==> src/hdl/lsbs_pkg.sv <==
// Shared types, constants and tables of the light sensor brightness spread block.
// No dependencies.
package lsbs_pkg;

    localparam int SENSOR_COUNT = 8;
    localparam int IDX_W   = (SENSOR_COUNT > 1) ? $clog2(SENSOR_COUNT) : 1;
    localparam int CNT_W   = $clog2(SENSOR_COUNT + 1);
    localparam int DIST_W  = IDX_W + 1;
    localparam int ACC_W   = IDX_W + 9;
    localparam int RD_W    = 12;
    localparam int LVL_W   = 7;
    localparam int PIX_W   = 6;
    localparam int COL_W   = 7;
    localparam int CFG_IDX_W  = 3;
    localparam int CFG_DATA_W = 12;
    localparam int RECIP_SHIFT = 16;
    localparam int RECIP_W  = RECIP_SHIFT + 1;
    // power of two so the queue pointers wrap on their own
    localparam int CMDQ_DEPTH = 2;
    localparam int QPTR_W = $clog2(CMDQ_DEPTH);

    localparam logic [LVL_W-1:0] LVL_MAX = 7'd100;
    localparam logic [LVL_W-1:0] LVL_MIN = 7'd1;

    typedef enum logic [1:0] {
        MODE_AUTO = 2'd0,
        MODE_OFF  = 2'd1,
        MODE_ON   = 2'd2,
        MODE_ALT  = 2'd3
    } t_mode;

    typedef enum logic [CFG_IDX_W-1:0] {
        CFG_LIGHT_MODE = 3'd0,
        CFG_INVERT     = 3'd1,
        CFG_FULL_SCALE = 3'd2,
        CFG_DIVISOR    = 3'd3,
        CFG_WEIGHT     = 3'd4,
        CFG_COLUMNS    = 3'd5
    } t_cfg_idx;

    typedef struct packed {
        logic [1:0]       light_mode;
        logic             invert_reading;
        logic [RD_W-1:0]  adc_full_scale;
        logic [RD_W-1:0]  level_divisor;
        logic [7:0]       spread_weight;
        logic [COL_W-1:0] grid_columns;
    } t_cfg;

    // front to back work item
    typedef struct packed {
        logic             wr;
        logic [IDX_W-1:0] idx;
        logic [LVL_W-1:0] level;
        logic             frame_end;
    } t_cmd;

    // ceil(2^16 / d); exact quotient for dividends below 256 and d below 16
    typedef logic [2**DIST_W-1:0][RECIP_W-1:0] t_recip_tab;

    // table built at elaboration by shift-and-subtract
    function automatic t_recip_tab f_recip_tab();
        t_recip_tab tab;
        int rem;
        int q;
        tab[0] = RECIP_W'(2**RECIP_SHIFT);
        for (int k = 1; k < 2**DIST_W; k++) begin
            rem = 2**RECIP_SHIFT + k - 1;
            q = 0;
            for (int b = RECIP_SHIFT; b >= 0; b--) begin
                if (rem >= (k << b)) begin
                    rem = rem - (k << b);
                    q = q + (1 << b);
                end
            end
            tab[k] = RECIP_W'(q);
        end
        return tab;
    endfunction

    localparam t_recip_tab RECIP_TAB = f_recip_tab();

endpackage

==> src/hdl/lsbs_ram.sv <==
// Generic single-write, single-read RAM with registered read data.
// No dependencies.
module lsbs_ram #(
    parameter int WIDTH = 8,
    parameter int DEPTH = 8,
    localparam int AW = (DEPTH > 1) ? $clog2(DEPTH) : 1
) (
    input  logic             i_clk,
    input  logic             i_we,
    input  logic [AW-1:0]    i_waddr,
    input  logic [WIDTH-1:0] i_wdata,
    input  logic             i_re,
    input  logic [AW-1:0]    i_raddr,
    output logic [WIDTH-1:0] o_rdata
);

    logic [WIDTH-1:0] r_mem [DEPTH];
    logic [WIDTH-1:0] r_rdata;

    always_ff @(posedge i_clk) begin
        if (i_we) begin
            r_mem[i_waddr] <= i_wdata;
        end
        if (i_re) begin
            r_rdata <= r_mem[i_raddr];
        end
    end

    assign o_rdata = r_rdata;

endmodule

==> src/hdl/lsbs_front.sv <==
// Front end: accepts readings, counts the frame, turns a reading into a level.
// Depends on lsbs_pkg.
module lsbs_front (
    input  logic                        i_clk,
    input  logic                        i_rst_n,
    input  logic                        i_push,
    output logic                        o_full,
    input  logic [lsbs_pkg::RD_W-1:0]   i_reading,
    input  logic                        i_frame_end,
    input  lsbs_pkg::t_cfg              i_cfg,
    output lsbs_pkg::t_cmd              o_cmd,
    output logic                        o_cmd_vld,
    input  logic                        i_cmd_full
);
    import lsbs_pkg::*;

    localparam int NUM_W   = RD_W + 2;
    localparam int DEN_W   = RD_W + 1;
    localparam int TRIAL_W = DEN_W + 7;

    typedef enum logic [1:0] {F_IDLE, F_DIV, F_PUSH} t_fstate;

    t_fstate            r_state;
    logic [CNT_W-1:0]   r_count;
    logic               r_wr;
    logic               r_fe;
    logic [IDX_W-1:0]   r_idx;
    logic [NUM_W-1:0]   r_rem;
    logic [DEN_W-1:0]   r_den;
    logic [2:0]         r_step;
    logic [7:0]         r_q;

    logic               accept;
    logic               has_slot;
    logic               do_wr;
    logic [RD_W-1:0]    inv_val;
    logic [RD_W-1:0]    val;
    logic [RD_W-1:0]    div_d;
    logic [TRIAL_W-1:0] trial;
    logic               fits;
    logic [LVL_W-1:0]   q_lvl;

    always_comb begin
        accept   = i_push && (r_state == F_IDLE);
        has_slot = r_count < CNT_W'(SENSOR_COUNT);
        do_wr    = has_slot && (t_mode'(i_cfg.light_mode) == MODE_AUTO);
        inv_val  = (i_cfg.adc_full_scale >= i_reading) ?
                   i_cfg.adc_full_scale - i_reading : '0;
        val      = i_cfg.invert_reading ? inv_val : i_reading;
        div_d    = (i_cfg.level_divisor == '0) ? RD_W'(1) : i_cfg.level_divisor;
        trial    = TRIAL_W'(r_den) << r_step;
        fits     = TRIAL_W'(r_rem) >= trial;
        // bit 7 set means the quotient is at least 128
        q_lvl    = (r_q[7] || (r_q[6:0] > LVL_MAX)) ? LVL_MAX : r_q[6:0];
    end

    assign o_full    = (r_state != F_IDLE);
    assign o_cmd_vld = (r_state == F_PUSH);
    assign o_cmd     = '{wr: r_wr, idx: r_idx, level: q_lvl, frame_end: r_fe};

    always_ff @(posedge i_clk) begin
        if (!i_rst_n) begin
            r_state <= F_IDLE;
            r_count <= '0;
        end else begin
            case (r_state)
                F_IDLE: begin
                    if (accept) begin
                        r_wr   <= do_wr;
                        r_fe   <= i_frame_end;
                        r_idx  <= r_count[IDX_W-1:0];
                        // round half up: (2v + d) / (2d)
                        r_rem  <= {1'b0, val, 1'b0} + NUM_W'(div_d);
                        r_den  <= {div_d, 1'b0};
                        r_step <= 3'd7;
                        r_q    <= '0;
                        if (i_frame_end) begin
                            r_count <= '0;
                        end else if (has_slot) begin
                            r_count <= r_count + CNT_W'(1);
                        end
                        if (do_wr) begin
                            r_state <= F_DIV;
                        end else if (i_frame_end) begin
                            r_state <= F_PUSH;
                        end
                    end
                end
                F_DIV: begin
                    if (fits) begin
                        r_rem         <= r_rem - trial[NUM_W-1:0];
                        r_q[r_step]   <= 1'b1;
                    end
                    r_step <= r_step - 3'd1;
                    if (r_step == 3'd0) begin
                        r_state <= F_PUSH;
                    end
                end
                F_PUSH: begin
                    if (!i_cmd_full) begin
                        r_state <= F_IDLE;
                    end
                end
                default: begin
                    r_state <= F_IDLE;
                end
            endcase
        end
    end

endmodule

==> src/hdl/lsbs_cmd_q.sv <==
// Short command queue between front end and back end.
// Depends on lsbs_pkg.
module lsbs_cmd_q (
    input  logic           i_clk,
    input  logic           i_rst_n,
    input  logic           i_push,
    input  lsbs_pkg::t_cmd i_cmd,
    output logic           o_full,
    input  logic           i_pop,
    output lsbs_pkg::t_cmd o_cmd,
    output logic           o_empty
);
    import lsbs_pkg::*;

    t_cmd              r_mem [CMDQ_DEPTH];
    logic [QPTR_W-1:0] r_wptr;
    logic [QPTR_W-1:0] r_rptr;
    logic [QPTR_W:0]   r_count;

    logic do_push;
    logic do_pop;

    assign o_full  = (r_count == (QPTR_W + 1)'(CMDQ_DEPTH));
    assign o_empty = (r_count == '0);
    assign do_push = i_push && !o_full;
    assign do_pop  = i_pop && !o_empty;
    assign o_cmd   = r_mem[r_rptr];

    always_ff @(posedge i_clk) begin
        if (do_push) begin
            r_mem[r_wptr] <= i_cmd;
        end
    end

    always_ff @(posedge i_clk) begin
        if (!i_rst_n) begin
            r_wptr  <= '0;
            r_rptr  <= '0;
            r_count <= '0;
        end else begin
            if (do_push) begin
                r_wptr <= r_wptr + QPTR_W'(1);
            end
            if (do_pop) begin
                r_rptr <= r_rptr + QPTR_W'(1);
            end
            case ({do_push, do_pop})
                2'b10:   r_count <= r_count + (QPTR_W + 1)'(1);
                2'b01:   r_count <= r_count - (QPTR_W + 1)'(1);
                default: r_count <= r_count;
            endcase
        end
    end

endmodule

==> src/hdl/lsbs_back.sv <==
// Back end: level store, neighbor spreading and per-pixel result emission.
// Depends on lsbs_pkg and lsbs_ram.
module lsbs_back (
    input  logic                         i_clk,
    input  logic                         i_rst_n,
    input  lsbs_pkg::t_cfg               i_cfg,
    input  lsbs_pkg::t_cmd               i_cmd,
    input  logic                         i_cmd_empty,
    output logic                         o_cmd_pop,
    output logic                         o_empty,
    input  logic                         i_pop,
    output logic [lsbs_pkg::PIX_W-1:0]   o_pixel_index,
    output logic [lsbs_pkg::LVL_W-1:0]   o_pixel_level,
    output logic                         o_last_pixel
);
    import lsbs_pkg::*;

    localparam logic [IDX_W-1:0] LAST_IDX = IDX_W'(SENSOR_COUNT - 1);

    typedef enum logic [1:0] {B_IDLE, B_SPREAD, B_EMIT_RD, B_EMIT_WR} t_bstate;

    t_bstate             r_state;
    // sensor being updated and its grid position
    logic [IDX_W-1:0]    r_src;
    logic [IDX_W-1:0]    r_scol;
    logic [IDX_W-1:0]    r_srow;
    // neighbor being read and its grid position
    logic [IDX_W-1:0]    r_nbr;
    logic [IDX_W-1:0]    r_ncol;
    logic [IDX_W-1:0]    r_nrow;
    logic                r_issue;
    logic                r_a_vld;
    logic                r_a_self;
    logic                r_a_last;
    logic [DIST_W-1:0]   r_a_dist;
    logic                r_b_vld;
    logic                r_b_self;
    logic                r_b_last;
    logic [LVL_W-1:0]    r_b_lvl;
    logic [7:0]          r_b_y;
    logic [RECIP_W-1:0]  r_b_recip;
    logic                r_c_done;
    logic [ACC_W-1:0]    r_acc;
    logic [IDX_W-1:0]    r_pix;
    logic                r_out_vld;
    logic [PIX_W-1:0]    r_out_idx;
    logic [LVL_W-1:0]    r_out_lvl;
    logic                r_out_last;

    logic                ram_we;
    logic [IDX_W-1:0]    ram_waddr;
    logic [LVL_W-1:0]    ram_wdata;
    logic                ram_re;
    logic [IDX_W-1:0]    ram_raddr;
    logic [LVL_W-1:0]    ram_rdata;

    t_mode               mode;
    logic [COL_W-1:0]    cols;
    logic                ncol_wrap;
    logic                scol_wrap;
    logic [IDX_W-1:0]    dx;
    logic [IDX_W-1:0]    dy;
    logic                issue_now;
    logic [14:0]         b_prod;
    logic [15:0]         b_num;
    logic [24:0]         c_prod;
    logic [8:0]          term;
    logic [ACC_W-1:0]    acc_add;
    logic [LVL_W-1:0]    acc_sat;
    logic [LVL_W-1:0]    man_lvl;
    logic [LVL_W-1:0]    raw_lvl;
    logic [LVL_W-1:0]    emit_lvl;
    logic                out_free;

    always_comb begin
        mode      = t_mode'(i_cfg.light_mode);
        cols      = (i_cfg.grid_columns == '0) ? COL_W'(1) : i_cfg.grid_columns;
        ncol_wrap = (COL_W'(r_ncol) + COL_W'(1)) == cols;
        scol_wrap = (COL_W'(r_scol) + COL_W'(1)) == cols;
        dx        = (r_scol >= r_ncol) ? r_scol - r_ncol : r_ncol - r_scol;
        dy        = (r_srow >= r_nrow) ? r_srow - r_nrow : r_nrow - r_srow;
        issue_now = (r_state == B_SPREAD) && r_issue;

        // floor((2*w*L + 256*D) / 512) first, then divide by D
        b_prod    = i_cfg.spread_weight * ram_rdata;
        b_num     = {1'b0, b_prod} + 16'({r_a_dist, 7'b0});
        c_prod    = r_b_y * r_b_recip;
        term      = c_prod[24:RECIP_SHIFT];
        acc_add   = r_b_self ? ACC_W'(r_b_lvl) : ACC_W'(term);
        acc_sat   = (r_acc > ACC_W'(LVL_MAX)) ? LVL_MAX : r_acc[LVL_W-1:0];

        // unused mode code behaves as manual on
        man_lvl   = (mode == MODE_OFF) ? LVL_MIN : LVL_MAX;
        raw_lvl   = (mode == MODE_AUTO) ? ram_rdata : man_lvl;
        emit_lvl  = (raw_lvl < LVL_MIN) ? LVL_MIN :
                    (raw_lvl > LVL_MAX) ? LVL_MAX : raw_lvl;
        out_free  = !r_out_vld || i_pop;

        o_cmd_pop = (r_state == B_IDLE) && !i_cmd_empty;
        ram_we    = (o_cmd_pop && i_cmd.wr) || ((r_state == B_SPREAD) && r_c_done);
        ram_waddr = (r_state == B_SPREAD) ? r_src : i_cmd.idx;
        ram_wdata = (r_state == B_SPREAD) ? acc_sat : i_cmd.level;
        ram_re    = issue_now || (r_state == B_EMIT_RD);
        ram_raddr = (r_state == B_SPREAD) ? r_nbr : r_pix;
    end

    lsbs_ram #(
        .WIDTH (LVL_W),
        .DEPTH (SENSOR_COUNT)
    ) u_store (
        .i_clk   (i_clk),
        .i_we    (ram_we),
        .i_waddr (ram_waddr),
        .i_wdata (ram_wdata),
        .i_re    (ram_re),
        .i_raddr (ram_raddr),
        .o_rdata (ram_rdata)
    );

    assign o_empty       = !r_out_vld;
    assign o_pixel_index = r_out_idx;
    assign o_pixel_level = r_out_lvl;
    assign o_last_pixel  = r_out_last;

    always_ff @(posedge i_clk) begin
        if (!i_rst_n) begin
            r_state   <= B_IDLE;
            r_issue   <= 1'b0;
            r_a_vld   <= 1'b0;
            r_b_vld   <= 1'b0;
            r_c_done  <= 1'b0;
            r_out_vld <= 1'b0;
        end else begin
            // spread pipeline: read, weight, divide and accumulate
            r_a_vld   <= issue_now;
            r_a_self  <= (r_nbr == r_src);
            r_a_last  <= (r_nbr == LAST_IDX);
            r_a_dist  <= DIST_W'(dx) + DIST_W'(dy);
            r_b_vld   <= r_a_vld;
            r_b_self  <= r_a_self;
            r_b_last  <= r_a_last;
            r_b_lvl   <= ram_rdata;
            r_b_y     <= b_num[15:8];
            r_b_recip <= RECIP_TAB[r_a_dist];
            r_c_done  <= r_b_vld && r_b_last;
            if (r_b_vld) begin
                r_acc <= r_acc + acc_add;
            end
            if (issue_now) begin
                r_nbr <= r_nbr + IDX_W'(1);
                if (ncol_wrap) begin
                    r_ncol <= '0;
                    r_nrow <= r_nrow + IDX_W'(1);
                end else begin
                    r_ncol <= r_ncol + IDX_W'(1);
                end
                if (r_nbr == LAST_IDX) begin
                    r_issue <= 1'b0;
                end
            end

            if (r_out_vld && i_pop) begin
                r_out_vld <= 1'b0;
            end

            case (r_state)
                B_IDLE: begin
                    if (o_cmd_pop && i_cmd.frame_end) begin
                        r_src  <= '0;
                        r_scol <= '0;
                        r_srow <= '0;
                        r_nbr  <= '0;
                        r_ncol <= '0;
                        r_nrow <= '0;
                        r_acc  <= '0;
                        r_pix  <= '0;
                        if (mode == MODE_AUTO) begin
                            r_issue <= 1'b1;
                            r_state <= B_SPREAD;
                        end else begin
                            r_state <= B_EMIT_RD;
                        end
                    end
                end
                B_SPREAD: begin
                    // sum done: store written back this cycle
                    if (r_c_done) begin
                        r_acc  <= '0;
                        r_nbr  <= '0;
                        r_ncol <= '0;
                        r_nrow <= '0;
                        if (r_src == LAST_IDX) begin
                            r_pix   <= '0;
                            r_state <= B_EMIT_RD;
                        end else begin
                            r_src   <= r_src + IDX_W'(1);
                            r_issue <= 1'b1;
                            if (scol_wrap) begin
                                r_scol <= '0;
                                r_srow <= r_srow + IDX_W'(1);
                            end else begin
                                r_scol <= r_scol + IDX_W'(1);
                            end
                        end
                    end
                end
                B_EMIT_RD: begin
                    r_state <= B_EMIT_WR;
                end
                B_EMIT_WR: begin
                    if (out_free) begin
                        r_out_vld  <= 1'b1;
                        r_out_idx  <= PIX_W'(r_pix);
                        r_out_lvl  <= emit_lvl;
                        r_out_last <= (r_pix == LAST_IDX);
                        if (r_pix == LAST_IDX) begin
                            r_state <= B_IDLE;
                        end else begin
                            r_pix   <= r_pix + IDX_W'(1);
                            r_state <= B_EMIT_RD;
                        end
                    end
                end
                default: begin
                    r_state <= B_IDLE;
                end
            endcase
        end
    end

endmodule

==> src/hdl/light_sensor_brightness_spread_top.sv <==
// Top level of the light sensor brightness spread block: configuration registers,
// front end, command queue and back end. Depends on lsbs_pkg, lsbs_front, lsbs_cmd_q and lsbs_back.
//
// Readings enter one per push; when the reading flagged frame_end is taken the block
// produces SENSOR_COUNT results, pixel 0 first, the last one flagged last_pixel. In
// automatic mode a reading that lands in the store holds full high after it is taken,
// through each step of the restoring divider that forms the level and until the level
// is handed to the queue, so the next reading waits until then; readings in manual mode
// or beyond SENSOR_COUNT are taken every cycle, but one with frame_end holds full high
// until it is handed to the queue. At frame end in automatic mode the back end spreads
// the levels, reading the neighbors one at a time through the single read port of the
// level store, then emits each pixel through B_EMIT_RD and B_EMIT_WR while pop keeps
// up; the next frame's readings are taken in the meantime until the two-entry command
// queue fills. Pixels never stored read back undefined.
module light_sensor_brightness_spread_top (
    input  logic                                i_clk,
    input  logic                                i_rst_n,
    input  logic                                push,
    output logic                                full,
    input  logic [lsbs_pkg::RD_W-1:0]           i_reading,
    input  logic                                i_frame_end,
    input  logic                                i_cfg_we,
    input  logic [lsbs_pkg::CFG_IDX_W-1:0]      i_cfg_idx,
    input  logic [lsbs_pkg::CFG_DATA_W-1:0]     i_cfg_data,
    output logic                                empty,
    input  logic                                pop,
    output logic [lsbs_pkg::PIX_W-1:0]          o_pixel_index,
    output logic [lsbs_pkg::LVL_W-1:0]          o_pixel_level,
    output logic                                o_last_pixel
);
    import lsbs_pkg::*;

    t_cfg r_cfg;
    t_cmd front_cmd;
    t_cmd q_cmd;
    logic front_vld;
    logic q_full;
    logic q_empty;
    logic q_pop;

    always_ff @(posedge i_clk) begin
        if (!i_rst_n) begin
            r_cfg.light_mode     <= MODE_AUTO;
            r_cfg.invert_reading <= 1'b1;
            r_cfg.adc_full_scale <= 12'd1023;
            r_cfg.level_divisor  <= 12'd10;
            r_cfg.spread_weight  <= 8'd64;
            r_cfg.grid_columns   <= 7'd4;
        end else if (i_cfg_we) begin
            case (t_cfg_idx'(i_cfg_idx))
                CFG_LIGHT_MODE: r_cfg.light_mode     <= i_cfg_data[1:0];
                CFG_INVERT:     r_cfg.invert_reading <= i_cfg_data[0];
                CFG_FULL_SCALE: r_cfg.adc_full_scale <= i_cfg_data;
                CFG_DIVISOR:    r_cfg.level_divisor  <= i_cfg_data;
                CFG_WEIGHT:     r_cfg.spread_weight  <= i_cfg_data[7:0];
                CFG_COLUMNS:    r_cfg.grid_columns   <= i_cfg_data[COL_W-1:0];
                default:        r_cfg                <= r_cfg;
            endcase
        end
    end

    lsbs_front u_front (
        .i_clk       (i_clk),
        .i_rst_n     (i_rst_n),
        .i_push      (push),
        .o_full      (full),
        .i_reading   (i_reading),
        .i_frame_end (i_frame_end),
        .i_cfg       (r_cfg),
        .o_cmd       (front_cmd),
        .o_cmd_vld   (front_vld),
        .i_cmd_full  (q_full)
    );

    lsbs_cmd_q u_cmdq (
        .i_clk   (i_clk),
        .i_rst_n (i_rst_n),
        .i_push  (front_vld),
        .i_cmd   (front_cmd),
        .o_full  (q_full),
        .i_pop   (q_pop),
        .o_cmd   (q_cmd),
        .o_empty (q_empty)
    );

    lsbs_back u_back (
        .i_clk         (i_clk),
        .i_rst_n       (i_rst_n),
        .i_cfg         (r_cfg),
        .i_cmd         (q_cmd),
        .i_cmd_empty   (q_empty),
        .o_cmd_pop     (q_pop),
        .o_empty       (empty),
        .i_pop         (pop),
        .o_pixel_index (o_pixel_index),
        .o_pixel_level (o_pixel_level),
        .o_last_pixel  (o_last_pixel)
    );

endmodule

==> config.mk <==
export PLATFORM = sky130hd
export DESIGN_NAME = light_sensor_brightness_spread_top
export DESIGN_NICKNAME = d
export VERILOG_FILES = /design/src/hdl/lsbs_pkg.sv /design/src/hdl/lsbs_ram.sv /design/src/hdl/lsbs_front.sv /design/src/hdl/lsbs_cmd_q.sv /design/src/hdl/lsbs_back.sv /design/src/hdl/light_sensor_brightness_spread_top.sv
export SDC_FILE = /design/constraint.sdc
export NUM_CORES = 1
export LEC_CHECK = 0
export ABC_AREA = 1
export BUFFER_PORTS_ARGS = -buffer_cell sky130_fd_sc_hd__buf_2
export CORE_ASPECT_RATIO = 2
export CORE_MARGIN = 4
export CORE_UTILIZATION = 55
export CTS_CLUSTER_DIAMETER = 30
export CTS_CLUSTER_SIZE = 30
export DETAILED_ROUTE_END_ITERATION = 6
export PLACE_DENSITY = 0.7
export SLEW_MARGIN = 15
export SYNTH_ARGS = -nofsm -noshare
export SYNTH_HDL_FRONTEND = slang
export SYNTH_SLANG_ARGS = --single-unit
==> constraint.sdc <==
create_clock -name i_clk -period 8.6 [get_ports i_clk]
set_clock_uncertainty 0.15 [all_clocks]
set_input_delay 1.72 -clock i_clk [delete_from_list [all_inputs] [get_ports i_clk]]
set_output_delay 1.72 -clock i_clk [all_outputs]
set_load 0.02 [all_outputs]
==> results.json <==
{
  "maxCapViolCount": 0,
  "cpPeakStageDelay_ns": 0.78,
  "hp-class": "flip-flop to flip-flop",
  "cts_buffers": 30,
  "setup_violations": 0,
  "grt_pass1_vias": 17400,
  "fmax_ghz": 0.150,
  "netlist.area_leader.share": 0.305,
  "yosys-top-cells-area": "edfxtp_1 31%, fa_1 12%, nand2_1 10%",
  "wl_per_cell_um": 17.6,
  "rsz0062_at_grt": "no",
  "overflow": 0,
  "finalSetupTns_ns": 0,
  "final.period_utilization": 0.775,
  "die_x_um": 146,
  "clock_sinks": 273,
  "cp_max_fo": 17,
  "syn_area_per_cell_um2": 8.20,
  "grt_usage": 0.259,
  "hpwlAfterDp_mm": 42.9,
  "slew_violations": 0,
  "die_h_um": 284,
  "synth_most_common_cell": "nand2_1",
  "max_slew_margin": 0.256,
  "r2r_cells": 26,
  "tightest_slew_ns": 1.11,
  "synth_commonest_cells": "574 x nand2_1, 486 x inv_1, 236 x nor2_1, 213 x edfxtp_1, 158 x o21ai_0",
  "grt_max_degree": 93,
  "drt-vias-per-instance": 5.51,
  "num_rows": 100,
  "worstSetupPathType": "flip-flop to flip-flop",
  "min_path_cells": 0,
  "syn2layout_area_growth_pct": 7.17,
  "hold_buffers": 0,
  "yosysSeqAreaShare": 0.363,
  "vias": 16600,
  "clockBufferDepth": 3,
  "critPathLaunchType": "flip-flop",
  "start_util": 0.560,
  "port_buffers": 45,
  "ys.flop_type": "edfxtp_1",
  "core_region_area_um2": 37400,
  "clk_latency_ns": 0.59,
  "drtIter0Drc": 940,
  "crit_path_end_kind": "flip-flop",
  "antenna_found_initial": 0,
  "synth-edff-count": 213,
  "placed_cell_area_um2": 21400,
  "die_area_um2": 41400,
  "critPathRequiredTime_ns": 8.79,
  "synth_warnings": 0,
  "final_antenna_net_count": 0,
  "drt_first_pass_iters": 6,
  "n_antenna_cell": 0,
  "netlist-cell-type-count": 55,
  "final_area_um2": 22400,
  "netlist_area_um2": 20900,
  "pin_count": 49,
  "clk_root_buffer_cell": "clkbuf_16",
  "syn-instance-count": 2553,
  "nets": 2854,
  "status": "finished clean",
  "clk_pin_slew_ns": 0.07,
  "layout_min_cycle_time_ns": 6.66,
  "drive_gt1_frac": 0.0512,
  "grt_pass1_wl_mm": 86.1,
  "cts_tree": "built",
  "drcViolationCount": 0,
  "cts_max_level": 1,
  "final-hold-violation-count": 0,
  "routed_wl_mm": 53.1,
  "post_cts_buffers": 0,
  "worstPathArrival_ns": 6.85,
  "critPathSlowestCell": "edfxtp_1",
  "synth_top_area_cell": "edfxtp_1",
  "synth-async-reset-ratio": 0,
  "routabilityCongestion": 0.958,
  "ys_ff_latch": 273,
  "cts_repair_resize_count": 0
}
[final timing paths]
path	start	slack, ns	endpoint
max	u_back.r_b_y[4]$_DFFE_PP_	1.94	u_back.r_acc[7]$_DFFE_PP_
min	u_back.r_a_last$_DFFE_PP_	0.27	u_back.r_b_last$_DFFE_PP_
max reg2reg	u_back.r_b_y[4]$_DFFE_PP_	1.94	u_back.r_acc[7]$_DFFE_PP_
min reg2reg	u_back.r_a_last$_DFFE_PP_	0.27	u_back.r_b_last$_DFFE_PP_
[cell families (layout without fill, tap and decap cells)]
group                    after synthesis  after routing  share of synthesized area
AO/OA/AOI/OAI                        373            373                     0.0994
XOR/XNOR                              47             47                     0.0197
adder cells (fa/ha/maj)              286            286                      0.218
buffers and inverters                594            598                      0.109
flip-flops                           273            273                      0.363
multiplexers                           9              9                    0.00472
other                                  1              3                   0.000179
AND/OR/NAND/NOR                      970            970                      0.187
[placed cells by master (no fill, tap or decap), types with 3 or more instances in the layout]
| cell | instances |
|---|---|
| a21oi_1 | 114 |
| o21ai_0 | 158 |
| buf_4 | 6 |
| a211oi_1 | 5 |
| buf_2 | 44 |
| nand4_1 | 15 |
| or2_2 | 7 |
| nor3_1 | 24 |
| edfxtp_1 | 213 |
| clkbuf_16 | 30 |
| xor2_1 | 25 |
| mux2_2 | 7 |
| xnor2_1 | 22 |
| conb_1 | 3 |
| o21bai_1 | 8 |
| o21ai_1 | 7 |
| a21o_1 | 5 |
| nand2_1 | 574 |
| nand3_1 | 96 |
| ha_1 | 156 |
| fa_1 | 130 |
| o22ai_1 | 30 |
| clkinv_8 | 6 |
| a21boi_0 | 4 |
| nand2_2 | 3 |
| inv_1 | 486 |
| inv_8 | 3 |
| dfxtp_1 | 60 |
| nor4_1 | 7 |
| clkinv_4 | 4 |
| nor2_1 | 236 |
| a31oi_1 | 8 |
| inv_2 | 4 |
| o21a_1 | 10 |
| o211ai_1 | 9 |
[sequential cells by signal, summed over array words and instances (netlist names), 4 cells and up, named ones only]
signal / cells
u_front.r_count: 4
u_back.r_b_lvl: 7
u_back.o_pixel_level: 7
u_front.r_rem: 14
u_back.r_b_recip: 17
r_cfg: 42
u_back.r_a_dist: 4
u_front.r_den: 12
u_back.u_store.r_mem: 56
u_cmdq.r_mem: 24
u_back.r_b_y: 8
u_back.u_store.o_rdata: 7
u_front.r_q: 8
u_back.r_acc: 12
[stage by stage]
stage | utilization | setup slack, ns | hold slack, ns | cells
floorplan | - | 2.63 | 0.240 | 2555
global placement | 0.571 | 2.15 | 0.254 | 2962
detailed placement | 0.571 | 1.99 | 0.255 | 2962
CTS | 0.600 | 2.00 | 0.272 | 3018
global route | 0.600 | 1.26 | 0.281 | 3018
finish | 0.600 | 1.94 | 0.273 | 3018
[critical path, delay by kind of cell, from the launching register on]
kind	cells	cell delay, ns
AO/OA/AOI/OAI	7	1.50
flip-flops	1	0.78
adder cells (fa/ha/maj)	6	2.76
XOR/XNOR	1	0.17
AND/OR/NAND/NOR	7	0.79
buffers and inverters	5	0.30
[routing by layer]
metal / track usage / wire length [um] / part of all wire / vias to the layer above
met5: 0 / 0 / 0 / -
met4: 0.179 / 4460 / 0.084 / 0
met3: 0.0182 / 1780 / 0.034 / 197
met2: 0.514 / 29800 / 0.56 / 500
met1: 0.245 / 17000 / 0.32 / 7848
li1: - / - / - / 8094
[final cells by class]
| cell class | instances | area, um2 |
|---|---|---|
| clock buffer | 34 | 786 |
| inverter | 492 | 1850 |
| tap | 459 | 574 |
| timing repair buffer | 50 | 265 |
| fill | 3273 | 15000 |
| sequential | 273 | 7600 |
| multi-input combinational | 1688 | 11100 |
| clock inverter | 22 | 293 |
Power is left out: the tool's default activity adds up to more than one toggle a clock period on the data nets, which glitch-free logic cannot reach.
